### src/hdl/gqg_pkg.sv
`timescale 1ns / 1ps
`default_nettype none
package gqg_pkg;
  localparam int unsigned Population = 8;
  localparam int unsigned Genes = 8;

  typedef logic signed [10:0] energy_t;

  typedef enum logic [1:0] {
    StatusEvolved   = 2'd0,
    StatusConverged = 2'd1,
    StatusLimit     = 2'd2
  } status_e;

  typedef enum logic [1:0] {
    CfgInitPop   = 2'd0,
    CfgMaxGen    = 2'd1,
    CfgXoverThr  = 2'd2
  } cfg_idx_e;

  typedef enum logic [3:0] {
    StIdle, StCount, StDecide, StEnergy, StFitness, StSelect, StMult, StCommit, StCross,
    StDone
  } state_e;

  function automatic logic signed [4:0] wmat(input logic [2:0] i, input logic [2:0] j);
    logic signed [4:0] t [64];
    t = '{ 5'sd4, -5'sd3, 5'sd2, 5'sd7, 5'sd5, -5'sd1, 5'sd0, 5'sd2,
          -5'sd3, 5'sd8, -5'sd5, 5'sd1, 5'sd0, -5'sd2, 5'sd3, -5'sd4,
           5'sd2, -5'sd5, 5'sd7, -5'sd6, 5'sd1, 5'sd3, -5'sd4, 5'sd5,
           5'sd7, 5'sd1, -5'sd6, 5'sd9, 5'sd3, -5'sd2, 5'sd2, -5'sd3,
           5'sd5, 5'sd0, 5'sd1, 5'sd3, -5'sd10, -5'sd4, 5'sd3, -5'sd2,
          -5'sd1, -5'sd2, 5'sd3, -5'sd2, -5'sd4, 5'sd8, 5'sd1, -5'sd1,
           5'sd0, 5'sd3, -5'sd4, 5'sd2, 5'sd3, 5'sd1, 5'sd7, -5'sd6,
           5'sd2, -5'sd4, 5'sd5, -5'sd3, -5'sd2, -5'sd1, -5'sd6, 5'sd9 };
    return t[{i, j}];
  endfunction
endpackage
`default_nettype wire

### src/hdl/gqg_energy.sv
`timescale 1ns / 1ps
`default_nettype none
module gqg_energy import gqg_pkg::*; (
  input  wire logic [7:0] chrom_i,
  input  wire logic [2:0] row_i,
  output energy_t         energy_o
);
  // one row of the quadratic form; rows summed over cycles by the sequencer
  always_comb begin
    energy_o = '0;
    if (chrom_i[3'd7 - row_i]) begin
      for (int j = 0; j < Genes; j++) begin
        if (chrom_i[7-j]) begin
          energy_o = energy_o + energy_t'(wmat(row_i, 3'(j)));
        end
      end
    end
  end
endmodule
`default_nettype wire

### src/hdl/genetic_qubo_generation.sv
`timescale 1ns / 1ps
`default_nettype none
// channel  | valid       | ready       | payload
// cfg      | cfg_valid_i | cfg_ready_o | cfg_index_i, cfg_data_i
// in       | in_valid_i  | in_ready_o  | restart_i, draws, points, mask
// out      | out_valid_o | out_ready_i | status_o, solution_o, generation_o, population_out_o
// The count pass compares every member pair, one member compare each, then a decide step;
// converged or limited requests then present the result.
// Evolving requests add an energy pass (one matrix row each), a fitness pass over the
// members, roulette selection set by where each draw lands (one 16x14 multiply, then one
// compare per member scanned), one commit and a crossover pass over the four pairs.
// in_ready_o is low from acceptance until the result is taken.
// Reset clears population, generation count and seed; max gen resets to 300, threshold to 49151.
module genetic_qubo_generation import gqg_pkg::*; (
  input  wire logic        clk_i,
  input  wire logic        rst_ni,
  input  wire logic        cfg_valid_i,
  output logic             cfg_ready_o,
  input  wire logic [1:0]  cfg_index_i,
  input  wire logic [63:0] cfg_data_i,
  input  wire logic        in_valid_i,
  output logic             in_ready_o,
  input  wire logic        restart_i,
  input  wire logic [63:0] select_draws_low_i,
  input  wire logic [63:0] select_draws_high_i,
  input  wire logic [63:0] crossover_draws_i,
  input  wire logic [11:0] crossover_points_i,
  input  wire logic [63:0] mutation_mask_i,
  output logic             out_valid_o,
  input  wire logic        out_ready_i,
  output logic [1:0]       status_o,
  output logic [7:0]       solution_o,
  output logic [15:0]      generation_o,
  output logic [63:0]      population_out_o
);
  state_e state_q, state_d;
  logic [63:0] init_q;
  logic [15:0] maxg_q, thr_q, gen_q;
  logic [7:0] pop_q [8];
  logic [7:0] nxt_q [8];
  logic [127:0] draws_q;
  logic [63:0] xd_q, mask_q;
  logic [11:0] pts_q;
  logic [2:0] i_q, j_q;
  logic [3:0] cnt_q, best_cnt_q;
  logic [7:0] sol_q;
  energy_t e_q [8];
  energy_t maxe_q, acc_q;
  logic [13:0] cum_q [8];
  logic [13:0] total_q;
  logic [29:0] lhs_q;
  logic [1:0] status_q;
  energy_t e_w, esum_w;
  logic [3:0] cnt_w;
  logic [13:0] fit_w;
  logic hit_w;
  logic [7:0] xa_w, xb_w, xm_w, ca_w, cb_w;

  gqg_energy u_energy (.chrom_i(pop_q[i_q]), .row_i(j_q), .energy_o(e_w));

  assign cfg_ready_o = 1'b1;
  assign in_ready_o = (state_q == StIdle);
  assign out_valid_o = (state_q == StDone);
  assign status_o = status_q;
  assign solution_o = sol_q;
  assign generation_o = gen_q;
  always_comb begin
    for (int k = 0; k < Population; k++) population_out_o[63-8*k -: 8] = pop_q[k];
  end

  assign esum_w = acc_q + e_w;
  assign cnt_w = cnt_q + ((pop_q[i_q] == pop_q[j_q]) ? 4'd1 : 4'd0);
  assign fit_w = total_q + 14'(maxe_q - e_q[i_q] + energy_t'(1));
  assign hit_w = (j_q == 3'd7) || (lhs_q <= 30'(cum_q[j_q]) * 30'd65535);

  // pair i_q[1:0] of the crossover pass
  always_comb begin
    xa_w = pop_q[{i_q[1:0], 1'b0}];
    xb_w = pop_q[{i_q[1:0], 1'b1}];
    xm_w = 8'hff >> pts_q[11:9];
    if (xd_q[63:48] <= thr_q) begin
      ca_w = (xa_w & ~xm_w) | (xb_w & xm_w);
      cb_w = (xb_w & ~xm_w) | (xa_w & xm_w);
    end else begin
      ca_w = xa_w;
      cb_w = xb_w;
    end
  end

  always_comb begin
    state_d = state_q;
    case (state_q)
      StIdle:    if (in_valid_i) state_d = StCount;
      StCount:   if (i_q == 3'd7 && j_q == 3'd7) state_d = StDecide;
      StDecide:  state_d = (best_cnt_q >= 4'd6 || gen_q >= maxg_q) ? StDone : StEnergy;
      StEnergy:  if (i_q == 3'd7 && j_q == 3'd7) state_d = StFitness;
      StFitness: if (i_q == 3'd7) state_d = StMult;
      StMult:    state_d = StSelect;
      StSelect:  if (hit_w) begin
                   state_d = (i_q == 3'd7) ? StCommit : StMult;
                 end
      StCommit:  state_d = StCross;
      StCross:   if (i_q == 3'd3) state_d = StDone;
      StDone:    if (out_ready_i) state_d = StIdle;
      default:   state_d = StIdle;
    endcase
  end

  always_ff @(posedge clk_i or negedge rst_ni) begin
    if (!rst_ni) begin
      state_q <= StIdle;
      init_q <= '0;
      maxg_q <= 16'd300;
      thr_q <= 16'd49151;
      gen_q <= '0;
      for (int k = 0; k < Population; k++) pop_q[k] <= '0;
    end else begin
      state_q <= state_d;
      if (cfg_valid_i) begin
        case (cfg_index_i)
          CfgInitPop:  init_q <= cfg_data_i;
          CfgMaxGen:   maxg_q <= cfg_data_i[15:0];
          CfgXoverThr: thr_q <= cfg_data_i[15:0];
          default: ;
        endcase
      end
      if (state_q == StIdle && in_valid_i && restart_i) begin
        for (int k = 0; k < Population; k++) pop_q[k] <= init_q[63-8*k -: 8];
        gen_q <= '0;
      end
      if (state_q == StCommit) begin
        for (int k = 0; k < Population; k++) pop_q[k] <= nxt_q[k];
      end
      if (state_q == StCross) begin
        pop_q[{i_q[1:0], 1'b0}] <= ca_w ^ mask_q[63:56];
        pop_q[{i_q[1:0], 1'b1}] <= cb_w ^ mask_q[55:48];
        if (i_q == 3'd3) gen_q <= gen_q + 16'd1;
      end
    end
  end

  always_ff @(posedge clk_i) begin
    case (state_q)
      StIdle: begin
        draws_q <= {select_draws_low_i, select_draws_high_i};
        xd_q <= crossover_draws_i;
        pts_q <= crossover_points_i;
        mask_q <= mutation_mask_i;
        i_q <= '0;
        j_q <= '0;
        cnt_q <= '0;
        best_cnt_q <= '0;
        maxe_q <= '0;
        acc_q <= '0;
        total_q <= '0;
        status_q <= StatusEvolved;
        sol_q <= '0;
      end
      StCount: begin
        j_q <= j_q + 3'd1;
        if (j_q == 3'd7) begin
          cnt_q <= '0;
          i_q <= i_q + 3'd1;
          if (cnt_w > best_cnt_q) begin
            best_cnt_q <= cnt_w;
            sol_q <= pop_q[i_q];
          end
        end else begin
          cnt_q <= cnt_w;
        end
      end
      StDecide: begin
        status_q <= (best_cnt_q >= 4'd6) ? StatusConverged :
                    (gen_q >= maxg_q) ? StatusLimit : StatusEvolved;
        i_q <= '0;
        j_q <= '0;
        acc_q <= '0;
      end
      StEnergy: begin
        if (j_q == 3'd7) begin
          e_q[i_q] <= esum_w;
          if (esum_w > maxe_q) maxe_q <= esum_w;
          acc_q <= '0;
          i_q <= i_q + 3'd1;
        end else begin
          acc_q <= esum_w;
        end
        j_q <= j_q + 3'd1;
      end
      StFitness: begin
        total_q <= fit_w;
        cum_q[i_q] <= fit_w;
        i_q <= i_q + 3'd1;
        j_q <= '0;
      end
      StMult: begin
        lhs_q <= 30'(draws_q[127:112]) * 30'(total_q);
        j_q <= '0;
      end
      StSelect: begin
        if (hit_w) begin
          nxt_q[i_q] <= pop_q[j_q];
          i_q <= i_q + 3'd1;
          draws_q <= draws_q << 16;
        end else begin
          j_q <= j_q + 3'd1;
        end
      end
      StCross: begin
        i_q <= i_q + 3'd1;
        xd_q <= xd_q << 16;
        pts_q <= pts_q << 3;
        mask_q <= mask_q << 16;
      end
      default: ;
    endcase
  end

`ifndef SYNTHESIS
  a_ready: assert property (@(posedge clk_i) disable iff (!rst_ni)
    out_valid_o |-> !in_ready_o) else $error("ready during result");
  a_hold: assert property (@(posedge clk_i) disable iff (!rst_ni)
    (out_valid_o && !out_ready_i) |=> out_valid_o) else $error("result dropped");
  a_gen: assert property (@(posedge clk_i) disable iff (!rst_ni)
    (out_valid_o && status_o != StatusEvolved) |-> $stable(generation_o) || $past(in_ready_o))
    else $error("generation moved");
`endif
endmodule
`default_nettype wire

### config.mk
export PLATFORM = sky130hd
export DESIGN_NAME = genetic_qubo_generation
export DESIGN_NICKNAME = d
export VERILOG_FILES = /design/src/hdl/gqg_pkg.sv /design/src/hdl/gqg_energy.sv /design/src/hdl/genetic_qubo_generation.sv
export SDC_FILE = /design/constraint.sdc
export NUM_CORES = 2
export LEC_CHECK = 0
export BUFFER_PORTS_ARGS = -buffer_cell sky130_fd_sc_hd__buf_2
export CORE_ASPECT_RATIO = 0.9
export CORE_MARGIN = 3
export CORE_UTILIZATION = 45
export CTS_CLUSTER_SIZE = 16
export DETAILED_ROUTE_END_ITERATION = 10
export PLACE_DENSITY = 0.65
export SYNTH_ARGS = -nofsm -noshare
export SYNTH_HDL_FRONTEND = slang
export SYNTH_SLANG_ARGS = --single-unit
### constraint.sdc
create_clock -name clk_i -period 12.7 [get_ports clk_i]
set_input_delay 2.54 -clock clk_i [delete_from_list [all_inputs] [get_ports clk_i]]
set_output_delay 2.54 -clock clk_i [all_outputs]
set_load 0.05 [all_outputs]
==> reports/qor.yml <==
synth.distinct_cells: 88
cp_max_fo: 11
multi_input_area_um2: 26800
area_growth_pct: 13.3
fmax_ghz: 0.0846
place_ws_ns: 0.606
htreeDepth: 3
layout_commonest_cell: "nand2_1"
synth.area.top_cells: "edfxtp_1 36%, fa_1 9.6%, ha_1 9.4%, dfrtp_1 7.7%, nand2_1 5.3%"
firstDrtPassIters: 5
io_buffers: 431
die_width_um: 365
report.final.slew_viol_count: 0
final_util: 0.519
dpl_cell_area_um2: 56200
start_kind: "flip-flop"
synth.avg_cell_area_um2: 11.5
grt_pass1_vias: 36000
cts.clk_slew.worst_paths_ns: 0.06
drive_above_1_share: 0.209
globalplace.congestion: 0.918
cts.sinks: 808
nNetsFinal: 5927
nFillCells: 10100
grt_overflow_total: 0
start_util: 0.458
holdPathStages: 2
holdBufCountCts: 0
most-common-layout-cells: "742 x nand2_1, 622 x edfxtp_1, 430 x buf_2, 406 x inv_1, 392 x ha_1"
critPathTopFamily: "adder cells"
rr_worst_depth: 55
routedWlPerCell_um: 21.8
core_um2: 114000
hp-class: "reg -> reg"
ant_nets: 0
grt_start_max_net_pins: 111
cp.depth: 55
max_cap_violations: 0
synth_nets: 5518
vias: 36200
finalSetupViolations: 0
seq_area_um2: 23300
skew_ns: 0.0362
finalWorstSetupSlack_ns: 0.874
path_buf_inv: 3
crit_slowest_cell: "fa_1"
cts_buffers: 87
seq_area_frac_synth: 0.446
synth_edf_count: 622
place_hpwl_mm: 107
synth_area_leader_cell: "edfxtp_1"
synth_seq_cells: 808
die_h_um: 329
io-pin-count: 433
path_common_cell: "ha_1"
syn_area_um2: 52300
reg2reg_to: "maxe_q[9]"
remaining_drc_errors: 0
crit_path_end_kind: "flip-flop"
viasPerCell: 5.56
layout_min_cycle_time_ns: 11.83
slew_headroom: 0.233
clockBufferDepth: 3
drt_iter0_markers: 3304
crit_path_end: "maxe_q[9]"
yosys_warnings: 0
r2r_start: "i_q[0]"
crit_arrival_ns: 12.17
async_reset_ff_frac: 0.223
antenna_found_initial: 19
num_rows: 117
dieArea_um2: 120000
wirelength_mm: 142
criticalPathCategory: "reg -> reg"
clockRootBuffer: "clkbuf_16"
final_cell_area_um2: 59200
synthFlopType: "edfxtp_1"
yosysTopAreaCellShare: 0.357
status: "completed"
synthCells: 4535
final_hold_viol_count: 0
gr-usage-all-layers: 0.235
rrSetupSlack_ns: 0.87
grt_pass1_wl_mm: 216
cts_tree: "built"
crit_path_start: "i_q[0]"
max_stage_delay_ns: 0.54
required_ns: 13.04
insertion_delay_ns: 0.67
worstMarginPinSlew_ns: 1.14
period_share: 0.931
-- layout make-up --
| cell class | instances | area share |
|---|---|---|
| multi-input cells | 3134 | 0.453 |
| clock buffers | 110 | 0.0401 |
| flip-flops and latches | 808 | 0.394 |
| diodes | 11 | 0.000465 |
| clock inverters | 51 | 0.00921 |
| repair buffers | 503 | 0.0462 |
| well taps | 1487 | 0.0314 |
| inverters | 410 | 0.0260 |
-- worst register-to-register path: cells and delay by family (launching register included) --
family          cells  cell delay [ns]
mux                 3             0.83
fa+ha+maj          10             3.23
xor+xnor            9             1.55
buf+inv             3             0.47
flops               1             0.52
simple gates       13             1.69
compound gates     17             3.21
-- Yosys cell counts, types with 98 or more instances --
master and instances:
and2_1 104, clkbuf_1 149, edfxtp_1 622, o21ai_0 126, xnor2_1 98, inv_1 406, nor2_1 166, dfrtp_1 161
a21oi_1 133, nand3_1 114, nand2_1 744, fa_1 251, ha_1 392, mux2_2 233
-- state kept, by name (all words and copies together) (netlist names), 8 cells and up, named ones only --
signal,count
maxe_q,11
nxt_q,64
init_q,64
mask_q,64
maxg_q,16
thr_q,16
generation_o,16
solution_o,8
xd_q,64
cum_q,112
total_q,14
pts_q,12
draws_q,128
acc_q,11
e_q,88
lhs_q,30
population_out_o,64
-- metal layers --
metal | up-vias | GRT usage | routed length (um)
met3 | 209 | 0.0381 | 9800
li1 | 16700 | - | -
met4 | 0 | 0.0693 | 4090
met5 | - | 0 | 0
met1 | 18100 | 0.339 | 62500
met2 | 1228 | 0.368 | 65700
-- per-stage QoR --
step	cells	hold WS, ns	TNS (ns)
3_3_place_gp	6339	0.488	0
2_1_floorplan	4535	0.479	0
3_5_place_dp	6339	0.490	0
6_report	6514	0.494	0
4_1_cts	6500	0.502	0
5_1_grt	6509	0.521	-0.000878
-- timing repair --
item | 4_1_cts | 5_1_grt
setup endpoints to repair | 0 | 11
gates resized for setup | 0 | 8
hold endpoints to repair | 0 | 0
buffers inserted | 0 | 3
-- cells by family (layout without fill, tap and decap cells) --
group,after synthesis,in the layout,share of synthesized area
multiplexers,393,393,0.104
adder cells (fa/ha/maj),643,643,0.190
AO/OA/AOI/OAI,593,593,0.0747
XOR/XNOR,164,164,0.0280
flip-flops,808,808,0.446
AND/OR/NAND/NOR,1340,1340,0.113
buffers and inverters,593,1074,0.0435
other,1,12,0.0000717
-- how the worst min path moves through the flow --
stage                           endpoint   startpoint
floorplan                     maxg_q[10]   maxg_q[10]
global placement    population_out_o[30]  nxt_q[4][6]
detailed placement           draws_q[48]  draws_q[32]
CTS                 population_out_o[28]  nxt_q[4][4]
global route                 draws_q[30]  draws_q[14]
finish              population_out_o[28]  nxt_q[4][4]
Power is not shown: default switching activity piles up to over one toggle a cycle in this logic, so the estimate is an artifact.
